[config.mk]
export PLATFORM = sky130hd
export DESIGN_NAME = csim_queue
export DESIGN_NICKNAME = d
export VERILOG_FILES = /design/src/rtl/core/csim_pkg.sv /design/src/rtl/core/csim_queue.sv
export SDC_FILE = /design/constraint.sdc
export NUM_CORES = 1
export LEC_CHECK = 0
export BUFFER_PORTS_ARGS = -buffer_cell sky130_fd_sc_hd__buf_2
export CORE_MARGIN = 4
export CORE_UTILIZATION = 47
export DETAILED_ROUTE_END_ITERATION = 10
export PLACE_DENSITY = 0.73
export RECOVER_POWER = 25
export SLEW_MARGIN = 40
export SYNTH_ARGS = -nofsm -noshare
export SYNTH_HDL_FRONTEND = slang
export SYNTH_SLANG_ARGS = --single-unit
export TNS_END_PERCENT = 10
[constraint.sdc]
create_clock -name clock -period 4.1 [get_ports clock]
set_input_delay 0.615 -clock clock [delete_from_list [all_inputs] [get_ports clock]]
set_output_delay 0.615 -clock clock [all_outputs]
set_load 0.05 [all_outputs]
[src/rtl/core/csim_pkg.sv]
package csim_pkg;

   localparam int ELEM_WIDTH = 16;
   localparam int MAX_LEN    = 1024;
   localparam int DOT_W      = 42;
   localparam int NORM_W     = 41;
   localparam int CNT_W      = 11;
   localparam int MAG_W      = 42;
   localparam int PN_W       = 2 * NORM_W;
   localparam int PM_W       = 2 * MAG_W;
   localparam int WIDE_W     = 116;
   localparam int Q_W        = 16;
   localparam int FRAC_W     = 15;
   localparam int STEP_W     = 6;
   localparam int BIT_W      = 4;
   localparam int SIM_W      = 16;

   typedef struct packed {
      logic signed [DOT_W-1:0] dot;
      logic [NORM_W-1:0]       norm_a;
      logic [NORM_W-1:0]       norm_b;
   } sums_type;

   typedef struct packed {
      logic     push;
      logic     pop;
      logic     full;
      logic     empty;
   } queue_ctl_type;

   typedef enum logic [2:0] {
      BK_IDLE,
      BK_MULT,
      BK_TRY,
      BK_DECIDE,
      BK_RESULT
   } back_state_type;

endpackage

[src/rtl/core/csim_queue.sv]
module csim_queue (
   input  logic                     clock,
   input  logic                     reset,
   input  csim_pkg::queue_ctl_type  ctl_in,
   output csim_pkg::queue_ctl_type  ctl_out,
   input  csim_pkg::sums_type       wr_data,
   output csim_pkg::sums_type       rd_data
);

   csim_pkg::sums_type  slot_ff [2];
   logic                wr_ptr_ff, rd_ptr_ff;
   logic [1:0]          count_ff;
   logic                do_push, do_pop;

   assign ctl_out.push  = do_push;
   assign ctl_out.pop   = do_pop;
   assign ctl_out.full  = (count_ff == 2'd2);
   assign ctl_out.empty = (count_ff == 2'd0);
   assign do_push = ctl_in.push && !ctl_out.full;
   assign do_pop  = ctl_in.pop && !ctl_out.empty;
   assign rd_data = slot_ff[rd_ptr_ff];

   always_ff @(posedge clock) begin
      if (do_push) begin
         slot_ff[wr_ptr_ff] <= wr_data;
      end
   end

   always_ff @(posedge clock) begin
      if (reset) begin
         wr_ptr_ff <= 1'b0;
         rd_ptr_ff <= 1'b0;
         count_ff  <= 2'd0;
      end else begin
         if (do_push) wr_ptr_ff <= !wr_ptr_ff;
         if (do_pop)  rd_ptr_ff <= !rd_ptr_ff;
         count_ff <= count_ff + 2'(do_push) - 2'(do_pop);
      end
   end

endmodule

* Yosys cells after proc, flatten, opt, wreduce, memory -nomap -nowiden
Memory sizes are Yosys's and may differ from the RTL's. A register that Yosys moved wholly into a read port is not among the register bits.
Index checks and enable logic that the tools add are counted.
** Word-level totals
- Word-level logic and storage cells :: 18
- Memory bits (writable) :: 248
- Memories :: 1
- Bits in registers :: 4
- Input bits :: 130
- Output and inout port bits :: 128
** Memory list
- slot_ff :: words 2, width 124, read ports 1, clocked after Yosys merged registers in 1, write ports 1, RTL line csim_queue.sv:10 : csim_pkg::sums_type slot_ff [2];
** Cells by class
- Reduce and logical (&&, ||, !) cells :: 7
- Equal/unequal tests :: 1
- $add $sub $neg :: 2
- Multiplexer cells :: 4
** Operators with widths (number)
- 1-bit logical NOT :: 4
- 1-bit 2-to-1 mux :: 4
- 2-bit by 1-bit adder with 2-bit output :: 1
- 2-bit == test, second input constant :: 1
- 1-bit logical AND :: 2
- 2-bit logical NOT :: 1
- 2-bit by 1-bit subtractor with 2-bit output :: 1

* Logic depth before layout (Yosys ltp)
- Depth after elaboration :: 5
- Gate-level depth with buffers :: 8
- Depth with buffers taken out :: 8

* Worst setup path before layout
No wires, ideal clock.
- Kind :: input -> register
- Start point :: in ctl_in[3] (netlist name)
- End point :: mem slot_ff[1][0] (netlist name), enable pin
- Library setup time :: 0.498 ns
- Slack :: 0.080 ns
- Cell stages on the path :: 1
- Arrival :: 3.522 ns
- Required time :: 3.602 ns
- Path buffers :: 0
- Path through :: and3_1
** Between the ends
- Longest elaborated chain between the ends :: 3
** Ends and longest elaborated chain
- start: declaration :: RTL line csim_queue.sv:4 : input csim_pkg::queue_ctl_type ctl_in,
- 1-bit logical AND :: RTL line csim_queue.sv:19 : assign do_push = ctl_in.push && !ctl_out.full;
- 1-bit 2-to-1 mux :: RTL line csim_queue.sv:24 : if (do_push) begin
- 1-bit 2-to-1 mux (not written as such) :: RTL line csim_queue.sv:25 : slot_ff[wr_ptr_ff] <= wr_data;
- end: declaration :: RTL line csim_queue.sv:10
Every way passes these cells.

==> flow_metrics.env <==
export IMPL_required_ns=3.48
export IMPL_clock_path_buffers=3
export IMPL_dieHeight_um=150
export IMPL_synth_cells=416
export IMPL_rsz0062_at_grt="false"
export IMPL_nets=821
export IMPL_status="finished clean"
export IMPL_setup_violations_final=0
export IMPL_die_area_um2=22400
export IMPL_start_kind="flip-flop"
export IMPL_holdPathStages=1
export IMPL_ys_seq_area_frac=0.799
export IMPL_cts_hold_buffers=0
export IMPL_critPathCaptureType="output port"
export IMPL_post_route_period_util=0.757
export IMPL_peakVddDrop_v=0.000506
export IMPL_core_area_um2=19600
export IMPL_ant_nets=0
export IMPL_grt_max_degree=58
export IMPL_antenna_found_initial=2
export IMPL_slew_headroom=0.464
export IMPL_clk_pin_slew_ns=0.06
export IMPL_syn_avg_cell_area_um2=22.7
export IMPL_core_rowCount=51
export IMPL_finalSetupTns_ns=0
export IMPL_post_cts_resized=0
export IMPL_htree_levels=1
export IMPL_wirelength_mm=17.6
export IMPL_drt_iter0_drc=173
export IMPL_cts_tree="done"
export IMPL_drc=0
export IMPL_reg2reg_from="count_ff[0]$_SDFF_PP0_"
export IMPL_min_to="slot_ff[1][118]$_DFFE_PP_"
export IMPL_clock_sinks=253
export IMPL_dp_hpwl_mm=11.9
export IMPL_nFillCells=1443
export IMPL_finClkSkew_ns=0.0134
export IMPL_synth_area_leader_cell="edfxtp_1"
export IMPL_finalPower_mw=9.00
export IMPL_fin_util=0.603
export IMPL_grt_pass1_wl_mm=26.4
export IMPL_yosys_area_top_type_share=0.789
export IMPL_cp_max_fo=51
export IMPL_holdCritPathClass="input pin to flip-flop"
export IMPL_r2r_end="slot_ff[0][107]$_DFFE_PP_"
export IMPL_areaGrowthSynthToFinish_pct=25.1
export IMPL_track_usage=0.149
export IMPL_synth_edf_count=248
export IMPL_yosysMostFrequentCell="edfxtp_1"
export IMPL_min_period_ns=3.10
export IMPL_reg2reg_slack_ns=1.87
export IMPL_hp_start="wr_data[118]"
export IMPL_critPathArrivalTime_ns=2.49
export IMPL_numCtsBuffers=26
export IMPL_yosys_top_cells_area="edfxtp_1 (79%), mux2_4 (9.5%), mux2_2 (7.6%), dfxtp_1 (1.1%), buf_6 (0.95%)"
export IMPL_async_flop_share=0
export IMPL_start_util=0.482
export IMPL_pwr_density_cell_nw_per_um2=762
export IMPL_drive_above_1_share=0.571
export IMPL_vias=4697
export IMPL_gp_congestion=0.761
export IMPL_rr_worst_depth=5
export IMPL_syn_area_um2=9440
export IMPL_cap_violations=0
export IMPL_die_width_um=150
export IMPL_yosys_top_cells_count="edfxtp_1 (248), mux2_2 (64), mux2_4 (60)"
export IMPL_finalMaxSlewViolations=0
export IMPL_max_slew_worst_pin_slew_ns=0.804
export IMPL_path_class="flip-flop to output port"
export IMPL_power_leakage_nw=4.50
export IMPL_viasPerCell=4.83
export IMPL_dp_cells=926
export IMPL_grt_pass1_vias=5068
export IMPL_cts_root_buf="clkbuf_16"
export IMPL_ys_types=22
export IMPL_cts_setup_buffers=0
export IMPL_io_pins=258
export IMPL_fmax_mhz=322
export IMPL_stdcell_count=973
export IMPL_gr_total_overflow=0
export IMPL_io_buffers=255
export IMPL_synth_flop_cell="edfxtp_1"
export IMPL_finalHoldViolations=0
export IMPL_diodes=0
export IMPL_ys_warn_count=0
export IMPL_synth_nets=548
export IMPL_hold_slack_ns=0.294
export IMPL_insertion_delay_ns=0.51
export IMPL_ys_ff_latch=253
export IMPL_drtPass1Iterations=4
export IMPL_wire_per_inst_um=18.0
==> state kept, by name, indices dropped and copies added (netlist names), named ones only <==
register	count
wr_ptr_ff	1
slot_ff	248
count_ff	2
rd_ptr_ff	1
==> stage by stage <==
stage,cell area (um2),worst slack [ns]
4_1_cts,11800,0.929
3_3_place_gp,11000,1.51
6_report,11800,0.998
2_1_floorplan,9440,0.0801
5_1_grt,11800,0.840
3_5_place_dp,11000,1.47
==> cell usage in the layout (no fill, tap or decap) <==
| cell | Yosys | final |
|---|---|---|
| a21oi_1 | 1 | 1 |
| and3_4 | 0 | 1 |
| clkinv_2 | 0 | 5 |
| clkbuf_16 | 0 | 27 |
| nand2_1 | 1 | 1 |
| clkbuf_1 | 0 | 31 |
| inv_1 | 5 | 4 |
| buf_12 | 0 | 3 |
| dfxtp_4 | 0 | 1 |
| ha_1 | 2 | 2 |
| nor2b_1 | 1 | 1 |
| o21a_1 | 1 | 1 |
| inv_4 | 0 | 1 |
| dfxtp_1 | 5 | 4 |
| buf_4 | 2 | 3 |
| or3_1 | 1 | 1 |
| clkinv_1 | 0 | 1 |
| clkbuf_8 | 0 | 4 |
| o21ai_0 | 1 | 1 |
| nor3_1 | 1 | 1 |
| buf_2 | 6 | 232 |
| mux2_4 | 60 | 60 |
| nand2b_2 | 1 | 1 |
| mux2_2 | 64 | 64 |
| edfxtp_1 | 248 | 248 |
| xnor2_1 | 1 | 1 |
| bufinv_16 | 0 | 1 |
| xor2_1 | 1 | 1 |
| and2_1 | 1 | 1 |
| inv_8 | 0 | 1 |
| nor2_1 | 4 | 4 |
==> worst max-delay path, cell delays in order (launching register included) <==
cell and delay, ns:
dfxtp_4 0.87, buf_4 0.50, mux2_2 0.39, buf_2 0.21
==> layout make-up <==
cell class | count | area (um2) | share of cell area
clock buffer | 39 | 761 | 0.0644
sequential | 253 | 7550 | 0.639
timing repair buffer | 261 | 1330 | 0.113
tap | 265 | 332 | 0.0281
clock inverter | 8 | 70.1 | 0.00593
multi-input combinational | 142 | 1740 | 0.148
inverter | 5 | 21.3 | 0.00180
==> metal layers <==
layer  vias up  global-route usage  routed length (um)  part of all wire
met5         -                   0                  23            0.0013
met4         4              0.0421                 391             0.022
met3        38              0.0521                1860              0.11
met2       193               0.252                8430              0.48
li1       2194                   -                   -                 -
met1      2268               0.183                6840              0.39
==> cell families (layout without fill, tap and decap cells) <==
kind of cell | Yosys count | after routing | share of synthesized area
muxes | 124 | 124 | 0.172
and+or+nand+nor | 11 | 11 | 0.00610
adders and majority gates | 2 | 2 | 0.00265
AOI/OAI and AO/OA | 3 | 3 | 0.00185
buffers and inverters | 21 | 313 | 0.0163
DFF | 253 | 253 | 0.799
xor gates and xnor gates | 2 | 2 | 0.00186
==> report_power, final <==
part           switching [mW]  internal [mW]  leakage [nW]
Clock                   0.888           1.34         0.412
Sequential              0.177           3.30          2.36
Combinational            2.31          0.979          1.73
Total                    3.38           5.62          4.50
==> how the worst max path moves through the flow <==
stage	start	to	slack (ns)	cells after the start
after floorplan	ctl_in[3]	slot_ff[1][0]$_DFFE_PP_	0.08	1
after global placement	flip-flop	rd_data[58]	1.51	3
after detailed placement	flip-flop	rd_data[58]	1.47	3
after CTS	flip-flop	rd_data[62]	0.93	3
after global routing	flip-flop	rd_data[58]	0.84	3
final	flip-flop	rd_data[60]	1.0	3
Power figures use the tool's default switching activity.
