==> config.mk <==
export PLATFORM = sky130hd
export DESIGN_NAME = csim_front_flat
export DESIGN_NICKNAME = d
export VERILOG_FILES = /design/src/rtl/core/csim_pkg.sv /design/src/rtl/core/csim_if.sv /design/src/rtl/core/csim_front.sv /design/src/flat_wrapper.sv
export SDC_FILE = /design/constraint.sdc
export NUM_CORES = 2
export LEC_CHECK = 0
export ABC_AREA = 1
export BUFFER_PORTS_ARGS = -buffer_cell sky130_fd_sc_hd__buf_2
export CAP_MARGIN = 0
export CORE_ASPECT_RATIO = 0.7
export CORE_UTILIZATION = 30
export DETAILED_ROUTE_END_ITERATION = 10
export GPL_TIMING_DRIVEN = 0
export PLACE_DENSITY = 0.47
export REMOVE_ABC_BUFFERS = 1
export SYNTH_ARGS = -nofsm -noshare
export SYNTH_HDL_FRONTEND = slang
export SYNTH_SLANG_ARGS = --single-unit
==> constraint.sdc <==
create_clock -name clock -period 37.5 [get_ports clock]
set_input_delay 11.25 -clock clock [delete_from_list [all_inputs] [get_ports clock]]
set_output_delay 11.25 -clock clock [all_outputs]
set_load 0.01 [all_outputs]
==> src/rtl/core/csim_pkg.sv <==
package csim_pkg;

   localparam int ELEM_WIDTH = 16;
   localparam int MAX_LEN    = 1024;
   localparam int DOT_W      = 42;
   localparam int NORM_W     = 41;
   localparam int CNT_W      = 11;
   localparam int MAG_W      = 42;
   localparam int PN_W       = 2 * NORM_W;
   localparam int PM_W       = 2 * MAG_W;
   localparam int WIDE_W     = 116;
   localparam int Q_W        = 16;
   localparam int FRAC_W     = 15;
   localparam int STEP_W     = 6;
   localparam int BIT_W      = 4;
   localparam int SIM_W      = 16;

   typedef struct packed {
      logic signed [DOT_W-1:0] dot;
      logic [NORM_W-1:0]       norm_a;
      logic [NORM_W-1:0]       norm_b;
   } sums_type;

   typedef struct packed {
      logic     push;
      logic     pop;
      logic     full;
      logic     empty;
   } queue_ctl_type;

   typedef enum logic [2:0] {
      BK_IDLE,
      BK_MULT,
      BK_TRY,
      BK_DECIDE,
      BK_RESULT
   } back_state_type;

endpackage

==> src/rtl/core/csim_if.sv <==
interface csim_req_if;
   logic                                    valid;
   logic                                    ready;
   logic signed [csim_pkg::ELEM_WIDTH-1:0]  a_elem;
   logic signed [csim_pkg::ELEM_WIDTH-1:0]  b_elem;
   logic                                    last_elem;

   modport source (output valid, a_elem, b_elem, last_elem, input ready);
   modport sink (input valid, a_elem, b_elem, last_elem, output ready);
endinterface


==> src/rtl/core/csim_front.sv <==
module csim_front (
   input  logic                 clock,
   input  logic                 reset,
   csim_req_if.sink             req_ch,
   input  logic                 queue_full,
   output logic                 push,
   output csim_pkg::sums_type   push_data
);

   logic signed [csim_pkg::DOT_W-1:0]  dot_ff, dot_in;
   logic [csim_pkg::NORM_W-1:0]        na_ff, na_in;
   logic [csim_pkg::NORM_W-1:0]        nb_ff, nb_in;
   logic [csim_pkg::CNT_W-1:0]         cnt_ff, cnt_in;
   logic signed [2*csim_pkg::ELEM_WIDTH-1:0] p_ab, p_aa, p_bb;
   logic                               take, room;

   assign req_ch.ready = !queue_full;
   assign take = req_ch.valid && req_ch.ready;
   assign room = (cnt_ff < csim_pkg::CNT_W'(csim_pkg::MAX_LEN));

   assign p_ab = req_ch.a_elem * req_ch.b_elem;
   assign p_aa = req_ch.a_elem * req_ch.a_elem;
   assign p_bb = req_ch.b_elem * req_ch.b_elem;

   // Sums including the current pair, when it still fits.
   always_comb begin
      dot_in = dot_ff;
      na_in  = na_ff;
      nb_in  = nb_ff;
      cnt_in = cnt_ff;
      if (room) begin
         dot_in = dot_ff + csim_pkg::DOT_W'(p_ab);
         na_in  = na_ff + csim_pkg::NORM_W'(unsigned'(p_aa));
         nb_in  = nb_ff + csim_pkg::NORM_W'(unsigned'(p_bb));
         cnt_in = cnt_ff + 1'b1;
      end
   end

   assign push = take && req_ch.last_elem;
   assign push_data = '{dot: dot_in, norm_a: na_in, norm_b: nb_in};

   always_ff @(posedge clock) begin
      if (reset || push) begin
         dot_ff <= '0;
         na_ff  <= '0;
         nb_ff  <= '0;
         cnt_ff <= '0;
      end else if (take) begin
         dot_ff <= dot_in;
         na_ff  <= na_in;
         nb_ff  <= nb_in;
         cnt_ff <= cnt_in;
      end
   end

endmodule

==> src/flat_wrapper.sv <==
// flat-port wrapper written by rule: the top's interface ports become plain ports
module csim_front_flat 
  (clock, reset, queue_full, push, push_data, req_ch_valid, req_ch_a_elem, req_ch_b_elem, req_ch_last_elem, req_ch_ready);
  csim_req_if req_ch_i ();
  input  logic clock;
  input  logic reset;
  input  logic queue_full;
  output logic push;
  output csim_pkg::sums_type push_data;
  input wire logic [$bits(req_ch_i.valid)-1:0] req_ch_valid;
  input wire logic [$bits(req_ch_i.a_elem)-1:0] req_ch_a_elem;
  input wire logic [$bits(req_ch_i.b_elem)-1:0] req_ch_b_elem;
  input wire logic [$bits(req_ch_i.last_elem)-1:0] req_ch_last_elem;
  output wire logic [$bits(req_ch_i.ready)-1:0] req_ch_ready;
  assign req_ch_i.valid = req_ch_valid;
  assign req_ch_i.a_elem = req_ch_a_elem;
  assign req_ch_i.b_elem = req_ch_b_elem;
  assign req_ch_i.last_elem = req_ch_last_elem;
  assign req_ch_ready = req_ch_i.ready;
  csim_front u_core (.clock(clock), .reset(reset), .req_ch(req_ch_i), .queue_full(queue_full), .push(push), .push_data(push_data));
endmodule
Yosys cells after proc, flatten, opt, wreduce, memory -nomap -nowiden --
Index checks and enable logic that the tools add are counted.
Storage, ports and cells: flip-flop bits (word level) 135, output and inout bits 126, word-level logic and storage cells 20
Cells by class: add/sub/neg operators 4, multipliers 3, order comparisons 1, muxes and demuxes 3, reductions and logical operators 5
Operator list (count):
- $mul 16x16->32 | 3
- $add 41x32->41 | 2
- $mux 41 | 2
- $add 42x32->42 | 1
- $mux 42 | 1
- $add 11x1->11 const B | 1
- $lt 11x11->1 const B | 1
- $logic_and 1x1->1 | 2
- $reduce_and 2->1 | 1
- $logic_not 1->1 | 1
- $logic_or 1x1->1 | 1

Longest topological paths before layout --
depth after elaboration 4, gate-level depth with buffers 39, depth with buffers taken out 38

Worst setup path before layout --
Ideal clock, no wire load.
kind input-to-output, from input req_ch_a_elem[15], to output push_data[80] in the netlist's numbering, data arrival time 17.636 ns, required time 26.250 ns, path slack 8.614 ns, cell stages on the path 32, path buffers 2, cell sequence clkbuf_1 -> buf_1 -> nand2_1 -> inv_1 -> fa_1 -> inv_1 -> fa_1 -> inv_1 -> fa_1 -> inv_1 -> fa_1 -> fa_1 -> fa_1 -> inv_1 -> ha_1 -> inv_1 -> nor3_1 -> nand3_1 -> or2_2 -> nand3_1 -> nand2_1 -> ha_1 -> nand2_1 -> nor2_1 -> nand2_1 -> nor2_2 -> nand3_2 -> nand3_2 -> nand2_1 -> nand2_1 -> nand2_1 -> inv_1
RTL lines:
- start, declared | line flat_wrapper.sv:11 | input wire logic [$bits(req_ch_i.a_elem)-1:0] req_ch_a_elem;
- end, declared | line flat_wrapper.sv:9 | output csim_pkg::sums_type push_data;

==> impl_metrics.py <==
metrics = {
    "run_status": {
        "status": "complete, no violations",
    },
    "placement": {
        "placed_cell_area_sq_um": 46200,
        "gp_congestion": 0.950,
        "dp_hpwl_um": 117000,
        "io_buffers": 162,
        "dp_cells": 7855,
    },
    "route": {
        "routed_wl_um": 145000,
        "drtIter0Drc": 2584,
        "drt-wirelength-per-cell_um": 18.3,
        "vias": 36400,
        "vias_per_cell": 4.62,
        "firstDrtPassIters": 6,
        "ant_nets": 0,
        "route.detailed.drc": 0,
    },
    "synth": {
        "synthCells": 5974,
        "ys_warn_count": 0,
        "synth_largest_area_cell": "fa_1",
        "ys_seq_elements": 135,
        "syn_area_sq_um": 43500,
        "avgSynthCellArea_sq_um": 7.29,
        "yosys-top-cells-area": "fa_1 (37%), inv_1 (14%), nand2_1 (12%), ha_1 (10%), dfxtp_1 (6.2%)",
        "synth.distinct_cells": 55,
        "synth_top_area_share_pct": 37.4,
        "seq_area_frac_synth_pct": 6.21,
    },
    "global_route": {
        "antenna_found_initial": 2,
        "grt_overflow": 0,
        "grt_pass1_vias": 36600,
        "grt.total_usage_pct": 20.3,
        "grt_pass1_wl_um": 226000,
        "grt_max_degree": 112,
    },
    "sta": {
        "timing.fmax_mhz": 31.6,
        "fin_crit_sh_pct": 84.5,
        "hold_viol_final": 0,
        "worst_pin_slew_ns": 1.26,
        "setup_viol": 0,
        "holdWs_ns": 0.469,
        "rsz0062_at_grt": "false",
        "finClkSkew_ns": 0.0171,
        "fin_tns_setup_ns": 0,
        "min_period_ns": 31.68,
        "max_slew_margin_pct": 16.2,
        "drv_slew": 0,
    },
    "clock_network": {
        "cts.sinks": 135,
        "htree_levels": 4,
        "cts_hold_buf": 0,
        "clock-root-buffer": "clkbuf_16",
        "clk_pin_slew_ns": 0.08,
        "clock_latency_ns": 0.51,
        "clockBufferDepth": 2,
        "post_cts_resized": 0,
        "cts_tree": "done",
        "cts_buffers": 17,
        "cts_setup_buffers": 0,
    },
    "finish": {
        "num-nets-final": 7195,
        "layout-drive-gt1-share_pct": 5.20,
        "regArea_sq_um": 2710,
        "fillers": 15600,
        "area_growth_pct": 7.57,
        "multi_input_area_sq_um": 34000,
        "final_cells": 7887,
        "fin_area_sq_um": 46800,
        "n_antenna_cell": 0,
    },
    "worst_hold_path": {
        "min_delay_path_depth": 2,
        "hold_path.startpoint": "u_core.dot_ff[15]$_SDFFE_PP0P_",
        "hold_end": "u_core.dot_ff[15]$_SDFFE_PP0P_",
        "hold_class": "register to register",
    },
    "critical_path": {
        "crit_top_cell": "nand2_1",
        "slowest_delay_ns": 0.82,
        "startpoint_type": "input pin",
        "cp.arrival_ns": 20.43,
        "slowest_stage": "xor2_1",
        "r2r-start": "u_core.dot_ff[15]$_SDFFE_PP0P_",
        "rrSetupSlack_ns": 32.24,
        "cp_num_buf_inv": 8,
        "worstPathMaxFanout": 34,
        "end_kind": "output port",
        "reg2reg_depth": 20,
        "r2r_end": "u_core.dot_ff[23]$_SDFFE_PP0P_",
        "critPathTopFamily": "adder cells",
        "crit_type": "input pin to output port",
        "worstPathRequired_ns": 26.25,
    },
    "floorplan": {
        "num_rows": 116,
        "die_h_um": 321,
        "coreArea_sq_um": 143000,
        "dieArea_sq_um": 147000,
        "die_w_um": 457,
        "initial_utilization_pct": 30.4,
        "num_io_pins": 163,
    },
    "run": {
        "maxCapViolCount": 0,
    },
}
-- per-stage QoR --
stage          utilization [%]  setup slack (ns)
6_report                  32.7              5.82
5_1_grt                   32.7              5.35
4_1_cts                   32.7              6.10
3_5_place_dp              32.2              6.15
3_3_place_gp              32.1              5.97
2_1_floorplan                -              8.86
-- cells in the mapped netlist (all sizes together) --
cell type and count:
buf 34, o21a 5, a21oi 291, nand2b 1
a31o 4, nor3b 2, or2 17, a211oi 1
nor2 287, dfxtp 135, nor3 38, nand3 246
a31oi 6, a211o 1, o211a 1, a21boi 3
nand4 36, and2 1, fa 813, xor2 77
o31ai 1, o21bai 37, clkinv 3, nor4 7
clkbuf 143, o211ai 19, nand3b 2, inv 1631
o2111ai 1, and3 6, a22oi 1, a21o 19
xnor2 48, o21ai 226, nand2 1469, ha 359
a221oi 3
-- cell families after synthesis --
family / Yosys count / synth area share [%]
DFF: 135 / 6.21
xor gates and xnor gates: 125 / 2.55
buffers and inverters: 1811 / 15.7
adders and majority gates: 1172 / 47.7
and+or+nand+nor: 2112 / 20.0
AOI/OAI and AO/OA: 619 / 7.86
-- placed cells by master, fill, tap and decap left out, types with 7 or more instances in the layout --
master / count
or2_2: 9
nand3_2: 9
dfxtp_1: 134
inv_2: 15
a21o_1: 19
nand3_1: 237
a21oi_1: 281
nand2_2: 20
nor3_1: 34
buf_2: 162
o21ai_0: 187
fa_1: 812
nand2_1: 1448
xor2_1: 75
nor2_2: 18
a21oi_2: 10
inv_1: 1614
nor2_1: 263
o211ai_1: 19
clkbuf_16: 17
o21bai_1: 37
or2_1: 7
o21ai_1: 33
ha_1: 359
nand4_1: 35
xnor2_1: 48
-- routing by layer --
| layer | vias to the layer above | routed length, um | part of all wire [%] | global-route usage [%] |
|---|---|---|---|---|
| met5 | - | 0 | 0 | 0 |
| met4 | 0 | 2010 | 1.4 | 3.71 |
| met3 | 67 | 10500 | 7.2 | 3.98 |
| met2 | 947 | 53700 | 37 | 26.8 |
| met1 | 17700 | 78300 | 54 | 33.1 |
| li1 | 17700 | - | - | - |
-- sequential cells by signal, indices dropped and copies added, names as in the netlist --
register / count
u_core.dot_ff: 42
u_core.cnt_ff: 11
u_core.na_ff: 41
u_core.nb_ff: 41
-- worst reg2reg max path: cells and delay by family (launching register included) --
family	cells	cell delay, ns
simple gates	4	0.39
buf+inv	6	0.38
compound gates	4	1.13
fa+ha+maj	6	2.91
flops	1	0.33
-- how the worst max path moves through the flow --
| stage | from | end | slack [ns] | cells past startpoint |
|---|---|---|---|---|
| floorplan | req_ch_a_elem[1] | push_data[74] | 8.86 | 28 |
| global placement | req_ch_b_elem[15] | push_data[24] | 5.97 | 32 |
| detailed placement | req_ch_b_elem[15] | push_data[29] | 6.15 | 33 |
| CTS | req_ch_b_elem[15] | push_data[29] | 6.10 | 33 |
| global route | req_ch_b_elem[15] | push_data[29] | 5.35 | 36 |
| finish | req_ch_b_elem[15] | push_data[29] | 5.82 | 36 |
-- final cells by class --
| cell class | instances | share of cell area, % |
|---|---|---|
| clock buffer | 18 | 0.916 |
| clock inverter | 14 | 0.337 |
| inverter | 1634 | 13.1 |
| multi-input combinational | 4028 | 72.6 |
| sequential | 135 | 5.78 |
| tap | 1888 | 5.04 |
| timing repair buffer | 170 | 2.15 |
Power is left out: the tool's default activity adds up to more than one toggle a clock period on the data nets, which glitch-free logic cannot reach.
