File: src/rtl/core/csim_pkg.sv
package csim_pkg;

   localparam int ELEM_WIDTH = 16;
   localparam int MAX_LEN    = 1024;
   localparam int DOT_W      = 42;
   localparam int NORM_W     = 41;
   localparam int CNT_W      = 11;
   localparam int MAG_W      = 42;
   localparam int PN_W       = 2 * NORM_W;
   localparam int PM_W       = 2 * MAG_W;
   localparam int WIDE_W     = 116;
   localparam int Q_W        = 16;
   localparam int FRAC_W     = 15;
   localparam int STEP_W     = 6;
   localparam int BIT_W      = 4;
   localparam int SIM_W      = 16;

   typedef struct packed {
      logic signed [DOT_W-1:0] dot;
      logic [NORM_W-1:0]       norm_a;
      logic [NORM_W-1:0]       norm_b;
   } sums_type;

   typedef struct packed {
      logic     push;
      logic     pop;
      logic     full;
      logic     empty;
   } queue_ctl_type;

   typedef enum logic [2:0] {
      BK_IDLE,
      BK_MULT,
      BK_TRY,
      BK_DECIDE,
      BK_RESULT
   } back_state_type;

endpackage

File: src/rtl/core/csim_if.sv


interface csim_rsp_if;
   logic                                valid;
   logic                                ready;
   logic signed [csim_pkg::SIM_W-1:0]   similarity;
   logic                                zero_norm;

   modport source (output valid, similarity, zero_norm, input ready);
   modport sink (input valid, similarity, zero_norm, output ready);
endinterface

File: src/rtl/core/csim_back.sv
module csim_back (
   input  logic                 clock,
   input  logic                 reset,
   input  logic                 queue_empty,
   output logic                 pop,
   input  csim_pkg::sums_type   pop_data,
   csim_rsp_if.source           rsp_ch
);

   csim_pkg::back_state_type          state_ff, state_in;
   logic [csim_pkg::STEP_W-1:0]       step_ff;
   logic [csim_pkg::BIT_W-1:0]        bit_ff;
   logic [csim_pkg::PN_W-1:0]         mc_a_ff, pp_ff, pp_next;
   logic [csim_pkg::NORM_W-1:0]       mp_b_ff;
   logic [csim_pkg::PM_W-1:0]         mc_m_ff, pm_ff, pm_next;
   logic [csim_pkg::MAG_W-1:0]        mp_m_ff, mag;
   logic [csim_pkg::WIDE_W-1:0]       t_ff, v_ff, w_ff, r_ff, cand_ff, v_acc;
   logic [csim_pkg::Q_W-1:0]          q_ff;
   logic                              neg_ff, zero_ff, fits;
   logic                              out_valid_ff;
   logic signed [csim_pkg::SIM_W-1:0] sim_ff, sim_val;
   logic                              zn_ff, out_free;

   assign out_free = !out_valid_ff || rsp_ch.ready;
   assign rsp_ch.valid      = out_valid_ff;
   assign rsp_ch.similarity = sim_ff;
   assign rsp_ch.zero_norm  = zn_ff;

   assign mag = pop_data.dot[csim_pkg::DOT_W-1] ?
                csim_pkg::MAG_W'(-pop_data.dot) : csim_pkg::MAG_W'(pop_data.dot);
   assign pp_next = pp_ff + (mp_b_ff[0] ? mc_a_ff : '0);
   assign pm_next = pm_ff + (mp_m_ff[0] ? mc_m_ff : '0);
   assign fits  = (cand_ff <= r_ff);
   assign v_acc = v_ff + (w_ff << 1);

   always_comb begin
      if (zero_ff) begin
         sim_val = '0;
      end else if (neg_ff) begin
         sim_val = (q_ff > 16'd32768) ? 16'sh8000 : signed'(~q_ff + 1'b1);
      end else begin
         sim_val = (q_ff > 16'd32767) ? 16'sh7FFF : signed'(q_ff);
      end
   end

   always_comb begin
      state_in = state_ff;
      case (state_ff)
         csim_pkg::BK_IDLE: begin
            if (!queue_empty) begin
               state_in = (pop_data.norm_a == '0 || pop_data.norm_b == '0) ?
                          csim_pkg::BK_RESULT : csim_pkg::BK_MULT;
            end
         end
         csim_pkg::BK_MULT:   if (step_ff == 6'd1) state_in = csim_pkg::BK_TRY;
         csim_pkg::BK_TRY:    state_in = csim_pkg::BK_DECIDE;
         csim_pkg::BK_DECIDE: begin
            state_in = (bit_ff == '0) ? csim_pkg::BK_RESULT : csim_pkg::BK_TRY;
         end
         csim_pkg::BK_RESULT: if (out_free) state_in = csim_pkg::BK_IDLE;
         default:             state_in = csim_pkg::BK_IDLE;
      endcase
   end

   always_comb begin
      pop = (state_ff == csim_pkg::BK_IDLE) && !queue_empty;
   end

   always_ff @(posedge clock) begin
      if (reset) state_ff <= csim_pkg::BK_IDLE;
      else       state_ff <= state_in;
   end

   always_ff @(posedge clock) begin
      case (state_ff)
         csim_pkg::BK_IDLE: begin
            zero_ff <= (pop_data.norm_a == '0 || pop_data.norm_b == '0);
            neg_ff  <= pop_data.dot[csim_pkg::DOT_W-1];
            mc_a_ff <= csim_pkg::PN_W'(pop_data.norm_a);
            mp_b_ff <= pop_data.norm_b;
            mc_m_ff <= csim_pkg::PM_W'(mag);
            mp_m_ff <= mag;
            pp_ff   <= '0;
            pm_ff   <= '0;
            step_ff <= csim_pkg::STEP_W'(csim_pkg::MAG_W);
         end
         csim_pkg::BK_MULT: begin
            pp_ff   <= pp_next;
            pm_ff   <= pm_next;
            mc_a_ff <= mc_a_ff << 1;
            mp_b_ff <= mp_b_ff >> 1;
            mc_m_ff <= mc_m_ff << 1;
            mp_m_ff <= mp_m_ff >> 1;
            step_ff <= step_ff - 1'b1;
            // Search starts at the top quotient bit.
            t_ff   <= '0;
            v_ff   <= '0;
            w_ff   <= csim_pkg::WIDE_W'(pp_next) << (2 * (csim_pkg::Q_W - 1));
            r_ff   <= csim_pkg::WIDE_W'(pm_next) << (2 * csim_pkg::FRAC_W);
            q_ff   <= '0;
            bit_ff <= csim_pkg::BIT_W'(csim_pkg::Q_W - 1);
         end
         csim_pkg::BK_TRY: begin
            cand_ff <= t_ff + v_ff + w_ff;
         end
         csim_pkg::BK_DECIDE: begin
            if (fits) begin
               t_ff <= cand_ff;
               q_ff <= q_ff | (csim_pkg::Q_W'(1) << bit_ff);
               v_ff <= v_acc >> 1;
            end else begin
               v_ff <= v_ff >> 1;
            end
            w_ff   <= w_ff >> 2;
            bit_ff <= bit_ff - 1'b1;
         end
         default: begin
         end
      endcase
   end

   always_ff @(posedge clock) begin
      if (state_ff == csim_pkg::BK_RESULT && out_free) begin
         sim_ff <= sim_val;
         zn_ff  <= zero_ff;
      end
   end

   always_ff @(posedge clock) begin
      if (reset) begin
         out_valid_ff <= 1'b0;
      end else if (state_ff == csim_pkg::BK_RESULT && out_free) begin
         out_valid_ff <= 1'b1;
      end else if (rsp_ch.ready) begin
         out_valid_ff <= 1'b0;
      end
   end

   a_mult_count: assert property (@(posedge clock) disable iff (reset)
      state_ff == csim_pkg::BK_MULT |-> step_ff != '0)
      else $error("multiplier step count ran out");

   a_partial_bound: assert property (@(posedge clock) disable iff (reset)
      (state_ff == csim_pkg::BK_TRY || state_ff == csim_pkg::BK_DECIDE) |-> t_ff <= r_ff)
      else $error("accepted partial square exceeds target");

   a_zero_result: assert property (@(posedge clock) disable iff (reset)
      out_valid_ff && zn_ff |-> sim_ff == '0)
      else $error("zero norm result is not zero");

   a_pop_idle: assert property (@(posedge clock) disable iff (reset)
      pop |=> state_ff != csim_pkg::BK_IDLE)
      else $error("back end stayed idle after taking sums");

endmodule

File: src/flat_wrapper.sv
// flat-port wrapper written by rule: the top's interface ports become plain ports
module csim_back_flat 
  (clock, reset, queue_empty, pop, pop_data, rsp_ch_valid, rsp_ch_similarity, rsp_ch_zero_norm, rsp_ch_ready);
  csim_rsp_if rsp_ch_i ();
  input  logic clock;
  input  logic reset;
  input  logic queue_empty;
  output logic pop;
  input  csim_pkg::sums_type pop_data;
  output wire logic [$bits(rsp_ch_i.valid)-1:0] rsp_ch_valid;
  output wire logic [$bits(rsp_ch_i.similarity)-1:0] rsp_ch_similarity;
  output wire logic [$bits(rsp_ch_i.zero_norm)-1:0] rsp_ch_zero_norm;
  input wire logic [$bits(rsp_ch_i.ready)-1:0] rsp_ch_ready;
  assign rsp_ch_valid = rsp_ch_i.valid;
  assign rsp_ch_similarity = rsp_ch_i.similarity;
  assign rsp_ch_zero_norm = rsp_ch_i.zero_norm;
  assign rsp_ch_i.ready = rsp_ch_ready;
  csim_back u_core (.clock(clock), .reset(reset), .queue_empty(queue_empty), .pop(pop), .pop_data(pop_data), .rsp_ch(rsp_ch_i));
endmodule
File: config.mk
export PLATFORM = sky130hd
export DESIGN_NAME = csim_back_flat
export DESIGN_NICKNAME = d
export VERILOG_FILES = /design/src/rtl/core/csim_pkg.sv /design/src/rtl/core/csim_if.sv /design/src/rtl/core/csim_back.sv /design/src/flat_wrapper.sv
export SDC_FILE = /design/constraint.sdc
export NUM_CORES = 2
export LEC_CHECK = 0
export BUFFER_PORTS_ARGS = -buffer_cell sky130_fd_sc_hd__buf_2
export CELL_PAD_IN_SITES_DETAIL_PLACEMENT = 0
export CELL_PAD_IN_SITES_GLOBAL_PLACEMENT = 1
export CORE_ASPECT_RATIO = 0.75
export CORE_MARGIN = 5
export CORE_UTILIZATION = 40
export DETAILED_ROUTE_END_ITERATION = 6
export MAX_ROUTING_LAYER = met4
export PLACE_DENSITY = 0.63
export SYNTH_ARGS = -nofsm -noshare
export SYNTH_HDL_FRONTEND = slang
export SYNTH_SLANG_ARGS = --single-unit
File: constraint.sdc
create_clock -name clock -period 18.1 [get_ports clock]
set_input_delay 1.81 -clock clock [delete_from_list [all_inputs] [get_ports clock]]
set_output_delay 1.81 -clock clock [all_outputs]
set_load 0.005 [all_outputs]
==> Word level (Yosys, flattened, before mapping) <==
Cells that the tools add are included.
{ "word_totals": {"out_inout_bits": 19, "regBits": 1012, "elab_cells": 88} }
{ "op_classes": {"n_reduce_logical": 15, "order_cmp": 3, "muxes": 29, "n_eq_ne": 9, "n_bitwise": 2, "addsub": 9, "n_shift": 1} }
{ "ops": {"columns": ["operator", "count"], "rows": [
  ["one-hot mux 116 bit (2 select lines)", 3],
  ["adder 116 bit", 3],
  ["one-hot mux 84 bit (2 select lines)", 2],
  ["one-hot mux 82 bit (2 select lines)", 2],
  ["<= comparator 116 x 114 -> 1 bit", 1],
  ["two-way mux 116 bit", 1],
  ["two-way mux 115 bit", 1],
  ["adder 84 bit", 1],
  ["two-way mux 84 bit", 1],
  ["one-hot mux 42 bit (2 select lines)", 1],
  ["adder 82 bit", 1],
  ["zero test 41 bit", 2],
  ["two-way mux 82 bit", 1],
  ["one-hot mux 41 bit (2 select lines)", 1],
  ["two-way mux 16 bit", 4],
  ["two-way mux 42 bit", 1],
  ["negation 42 bit", 1],
  ["one-hot mux 16 bit (2 select lines)", 1],
  ["adder 16 x 1 -> 16 bit (second input constant)", 1],
  ["> comparator 16 x 15 -> 1 bit (second input constant)", 1],
  ["> comparator 16 bit (second input constant)", 1],
  ["inverter 16 bit", 1],
  ["OR 16 bit", 1],
  ["<< shifter 1 x 4 -> 16 bit (first input constant)", 1],
  ["21 further kinds", 34]
]} }

==> Longest topological paths before layout <==
{ "logic_depth": {"word_depth": 5, "depth_mapped": 17, "mapped_depth_nobuf": 17} }

==> Worst setup path before layout <==
Ideal clock, no wire load.
{ "synth_timing": {"path_kind": "reg-to-reg", "startpoint": "reg u_core.state_ff[2]", "endpoint": "reg u_core.pm_ff[2] in the netlist's numbering (data pin)", "n_path_buf": 2, "t_arrival_ns": 13.385, "path_stages_with_launch": 5, "setup_slack_ns": 4.486, "period_less_slack_ns": 13.614, "path_cell_list": "dfxtp_1 clkbuf_1 nor2_1 clkbuf_1 and3_1"} }
{ "synth_via": {"elab_chain_len": 2, "word_cells_on_any_way": 3, "cone_classes": "eq/ne: 1; mux: 1; reduce/logical: 1"} }
{ "synth_rtl": {"columns": ["element", "line_no", "text"], "rows": [
  ["from (decl)", "csim_back.sv:10", "csim_pkg::back_state_type state_ff, state_in;"],
  ["from (signal assigned)", "csim_back.sv:70", "if (reset) state_ff <= csim_pkg::BK_IDLE;"],
  ["from (signal assigned)", "csim_back.sv:71", "else state_ff <= state_in;"],
  ["== test 3 x 1 -> 1 bit or zero test 3 bit (tied branches)", "csim_back.sv:75", "case (state_ff)"],
  ["one-hot mux 84 bit (2 select lines) *", "csim_back.sv:75", null],
  ["to (signal assigned)", "csim_back.sv:89", "pm_ff <= pm_next;"],
  ["to (decl)", "csim_back.sv:15", "logic [csim_pkg::PM_W-1:0] mc_m_ff, pm_ff, pm_next;"]
]} }
Mark *: on every way between the ends. The rest lies on a longest branch, timed or not.
A chain may end at the register's enable or synchronous reset.

==> Worst setup path in the final report <==
{ "layout_timing": {"startpoint": "reg u_core.w_ff[1] in the netlist's numbering", "endpoint": "reg u_core.cand_ff[115] in the netlist's numbering (data pin)"} }
{ "layout_via": {"elab_chain_len": 1} }
{ "layout_rtl": {"columns": ["element", "line_no", "text"], "rows": [
  ["from (decl)", "csim_back.sv:17", "logic [csim_pkg::WIDE_W-1:0] t_ff, v_ff, w_ff, r_ff, cand_ff, v_acc;"],
  ["from (signal assigned)", "csim_back.sv:98", "w_ff <= csim_pkg::WIDE_W'(pp_next) << (2 * (csim_pkg::Q_W - 1));"],
  ["from (signal assigned)", "csim_back.sv:114", "w_ff <= w_ff >> 2;"],
  ["adder 116 bit", "csim_back.sv:104", "cand_ff <= t_ff + v_ff + w_ff;"],
  ["to (signal assigned)", "csim_back.sv:104", null],
  ["to (decl)", "csim_back.sv:17", null]
]} }
Every way passes these cells.

==> out/qor.yml <==
outcome: "complete, no violations"
antenna_left: 0
vias: 54300
clkSinkCount: 1007
drc_errors: 0
worst_slew_pin_slew_ps: 1310
clock_latency_ps: 780
yosys_warnings: 0
synth_edf_count: 1003
async_reset_ff_share_pct: 0
synth_top_area_share_pct: 43.4
r2r_slack_ps: 12530
drv_slew: 0
drtPass1Iterations: 7
final_core_util_pct: 43.9
multiInputGateArea_sq_mm: 0.0368
die_height_um: 371
rsz0062_at_grt: "false"
grt_usage_pct: 24.2
std_cell_rows: 132
cts-root-buf: "clkbuf_16"
n_fill_cell: 16600
fin_setup_tns_ps: 0
grt_pass1_wl_um: 329000
drive_gt1_share_pct: 6.38
period_share_pct: 30.8
cp-start-kind: "flop"
min-delay-path-class: "flop to flop"
synthesis.nets: 7812
switching_power_uw: 3250
power_density_mw_per_mm2: 115
drv_cap: 0
cts_made_buffers: 112
placed_cells: 9185
swShare_pct: 37.2
p_int_uw: 5480
end_kind: "flop"
fp.coreArea_sq_mm: 0.173
timing.fmax_mhz: 179
syn_to_final_growth_pct: 9.23
overflow: 0
arrival_ps: 6090
wl_per_cell_um: 23.4
fp.dieW_um: 491
cts_hold_buf: 0
crit_required_ps: 18610
skew_ps: 96.2
cts.htree.levels: 3
cts.path.max_buffers: 3
cts_tree: "built"
cts.clk_slew.worst_paths_ps: 70
synth_area_sq_mm: 0.0694
grt_pass1_vias: 51400
yosysUniqueCellTypes: 93
fin_nets: 7751
worstHoldPathCells: 2
io_pins: 147
post_layout_nonfiller_instances: 9397
timing.slew.headroom_pct: 10.7
viasPerCell: 5.78
start_util_pct: 40.2
hold_violations: 0
antenna_found_initial: 11
post_cts_buffers: 0
yosysTopAreaCell: "edfxtp_1"
regArea_sq_mm: 0.0302
first_iter_violations: 5253
cts_resized: 0
portBuffers: 146
synth_area_per_cell_sq_um: 9.80
power_frac_clock_pct: 28.2
fp.dieArea_sq_mm: 0.182
peakVddDrop_mv: 0.0877
power_frac_seq_pct: 37.3
fin_crit_ps: 5570
p_total_uw: 8730
finalWeightedCongestion: 0.936
ys_ff_latch: 1007
place_hpwl_um: 170000
worst-path-max-fanout: 4
setup_viol: 0
synth_area_leaders: "edfxtp_1 43%, ha_1 8.8%, a21oi_1 4.7%"
worstSetupPathType: "flop to flop"
p_leak_uw: 0.0314
reg2regPathDepth: 15
drt-total-wl_um: 220000
grt_max_degree: 198
comb_power_share_pct: 34.5
netlist_instances: 7082
synth_seq_area_share_pct: 43.5
synth-main-ff-cell: "edfxtp_1"
cell usage in the layout (no fill, tap or decap), types with 56 or more instances in the layout:
master / count
a21o_1: 259
inv_1: 234
edfxtp_1: 1003
clkbuf_16: 113
o21ai_0: 404
and3_1: 275
nand3_1: 94
nor2_1: 511
nor3_1: 96
and2_1: 269
o21bai_1: 129
xor2_1: 185
nor4_1: 56
buf_2: 146
a21oi_1: 651
nand2_1: 773
o21a_1: 130
fa_1: 116
xnor2_1: 224
nand4_1: 162
a31oi_1: 63
ha_1: 486
cell usage after synthesis, types with 162 or more instances:
library cell / number
xnor2_1: 224
a21o_1: 259
and3_1: 275
nand4_1: 162
ha_1: 486
nor2_1: 514
o21ai_0: 406
a21oi_1: 651
edfxtp_1: 1003
clkbuf_1: 327
and2_1: 270
inv_1: 235
nand2_1: 775
xor2_1: 185
flip-flops by register name, summed over array words and instances (netlist names):
register                  cells
u_core.bit_ff                 4
u_core.cand_ff              116
u_core.mc_a_ff               82
u_core.mc_m_ff               84
u_core.mp_b_ff               41
u_core.mp_m_ff               42
u_core.neg_ff                 1
u_core.pm_ff                 84
u_core.pp_ff                 82
u_core.q_ff                  16
u_core.r_ff                  84
u_core.rsp_ch.similarity     16
u_core.rsp_ch.valid           1
u_core.rsp_ch.zero_norm       1
u_core.state_ff               3
u_core.step_ff                6
u_core.t_ff                 116
u_core.v_ff                 115
u_core.w_ff                 112
u_core.zero_ff                1
cell type report:
cell class | count | area share, %
sequential | 1007 | 39.8
clock inverter | 81 | 1.33
tap | 2278 | 3.76
multi-input combinational | 5470 | 48.6
inverter | 235 | 1.17
antenna | 2 | 0.00660
timing repair buffer | 195 | 1.48
clock buffer | 129 | 3.81
metal layers:
metal	vias to the layer above	share of wire [%]	routed length, um	global-route usage [%]
met5	-	0	0	-
met4	0	2.1	4530	4.80
met3	225	7.4	16400	4.70
met2	1644	37	81800	30.5
met1	26600	53	117000	39.1
li1	25900	-	-	-
cell families (layout without fill, tap and decap cells):
| group | Yosys count | count (layout) | synth area share [%] |
|---|---|---|---|
| AOI/OAI and AO/OA | 1949 | 1949 | 17.6 |
| muxes | 45 | 45 | 0.654 |
| xor gates and xnor gates | 409 | 409 | 5.16 |
| other | 0 | 2 | 0 |
| adders and majority gates | 602 | 602 | 12.1 |
| and+or+nand+nor | 2465 | 2465 | 17.5 |
| buffers and inverters | 605 | 640 | 3.50 |
| DFF | 1007 | 1007 | 43.5 |
worst max-delay path, stage by stage (launching register included):
cell	delay, ps
edfxtp_1	470
fa_1	570
ha_1	190
inv_1	60
fa_1	390
nand2b_1	180
a21oi_1	320
o21ai_0	230
o21ai_0	490
a21oi_1	330
o31ai_1	930
nand3_1	370
a21oi_1	350
nor2_1	110
o21ai_0	270
xnor2_1	120
final timing paths:
check,endpoint,startpoint
setup / recovery,u_core.cand_ff[115],u_core.w_ff[1]
hold / removal,u_core.mp_b_ff[12],u_core.mp_b_ff[13]
hold reg to reg,u_core.mp_b_ff[12],u_core.mp_b_ff[13]
setup reg to reg,u_core.cand_ff[115],u_core.w_ff[1]
power groups by stage:
| stage | clock (uW) | sequential (uW) | combinational (uW) |
|---|---|---|---|
| floorplan | 0 | 3230 | 2090 |
| global placement | 0 | 3290 | 2970 |
| detailed placement | 0 | 3300 | 2940 |
| CTS | 2520 | 3250 | 2970 |
| global route | 2610 | 3290 | 3310 |
| finish | 2460 | 3260 | 3010 |
metrics by stage:
step	worst slack (ps)	hold slack (ps)	area (sq um)
finish	12530	495	75800
global route	12130	523	75800
CTS	12410	509	75800
detailed placement	12400	494	71900
global placement	12500	487	71900
floorplan	4490	424	69400
(Power assumes the default switching activity.)
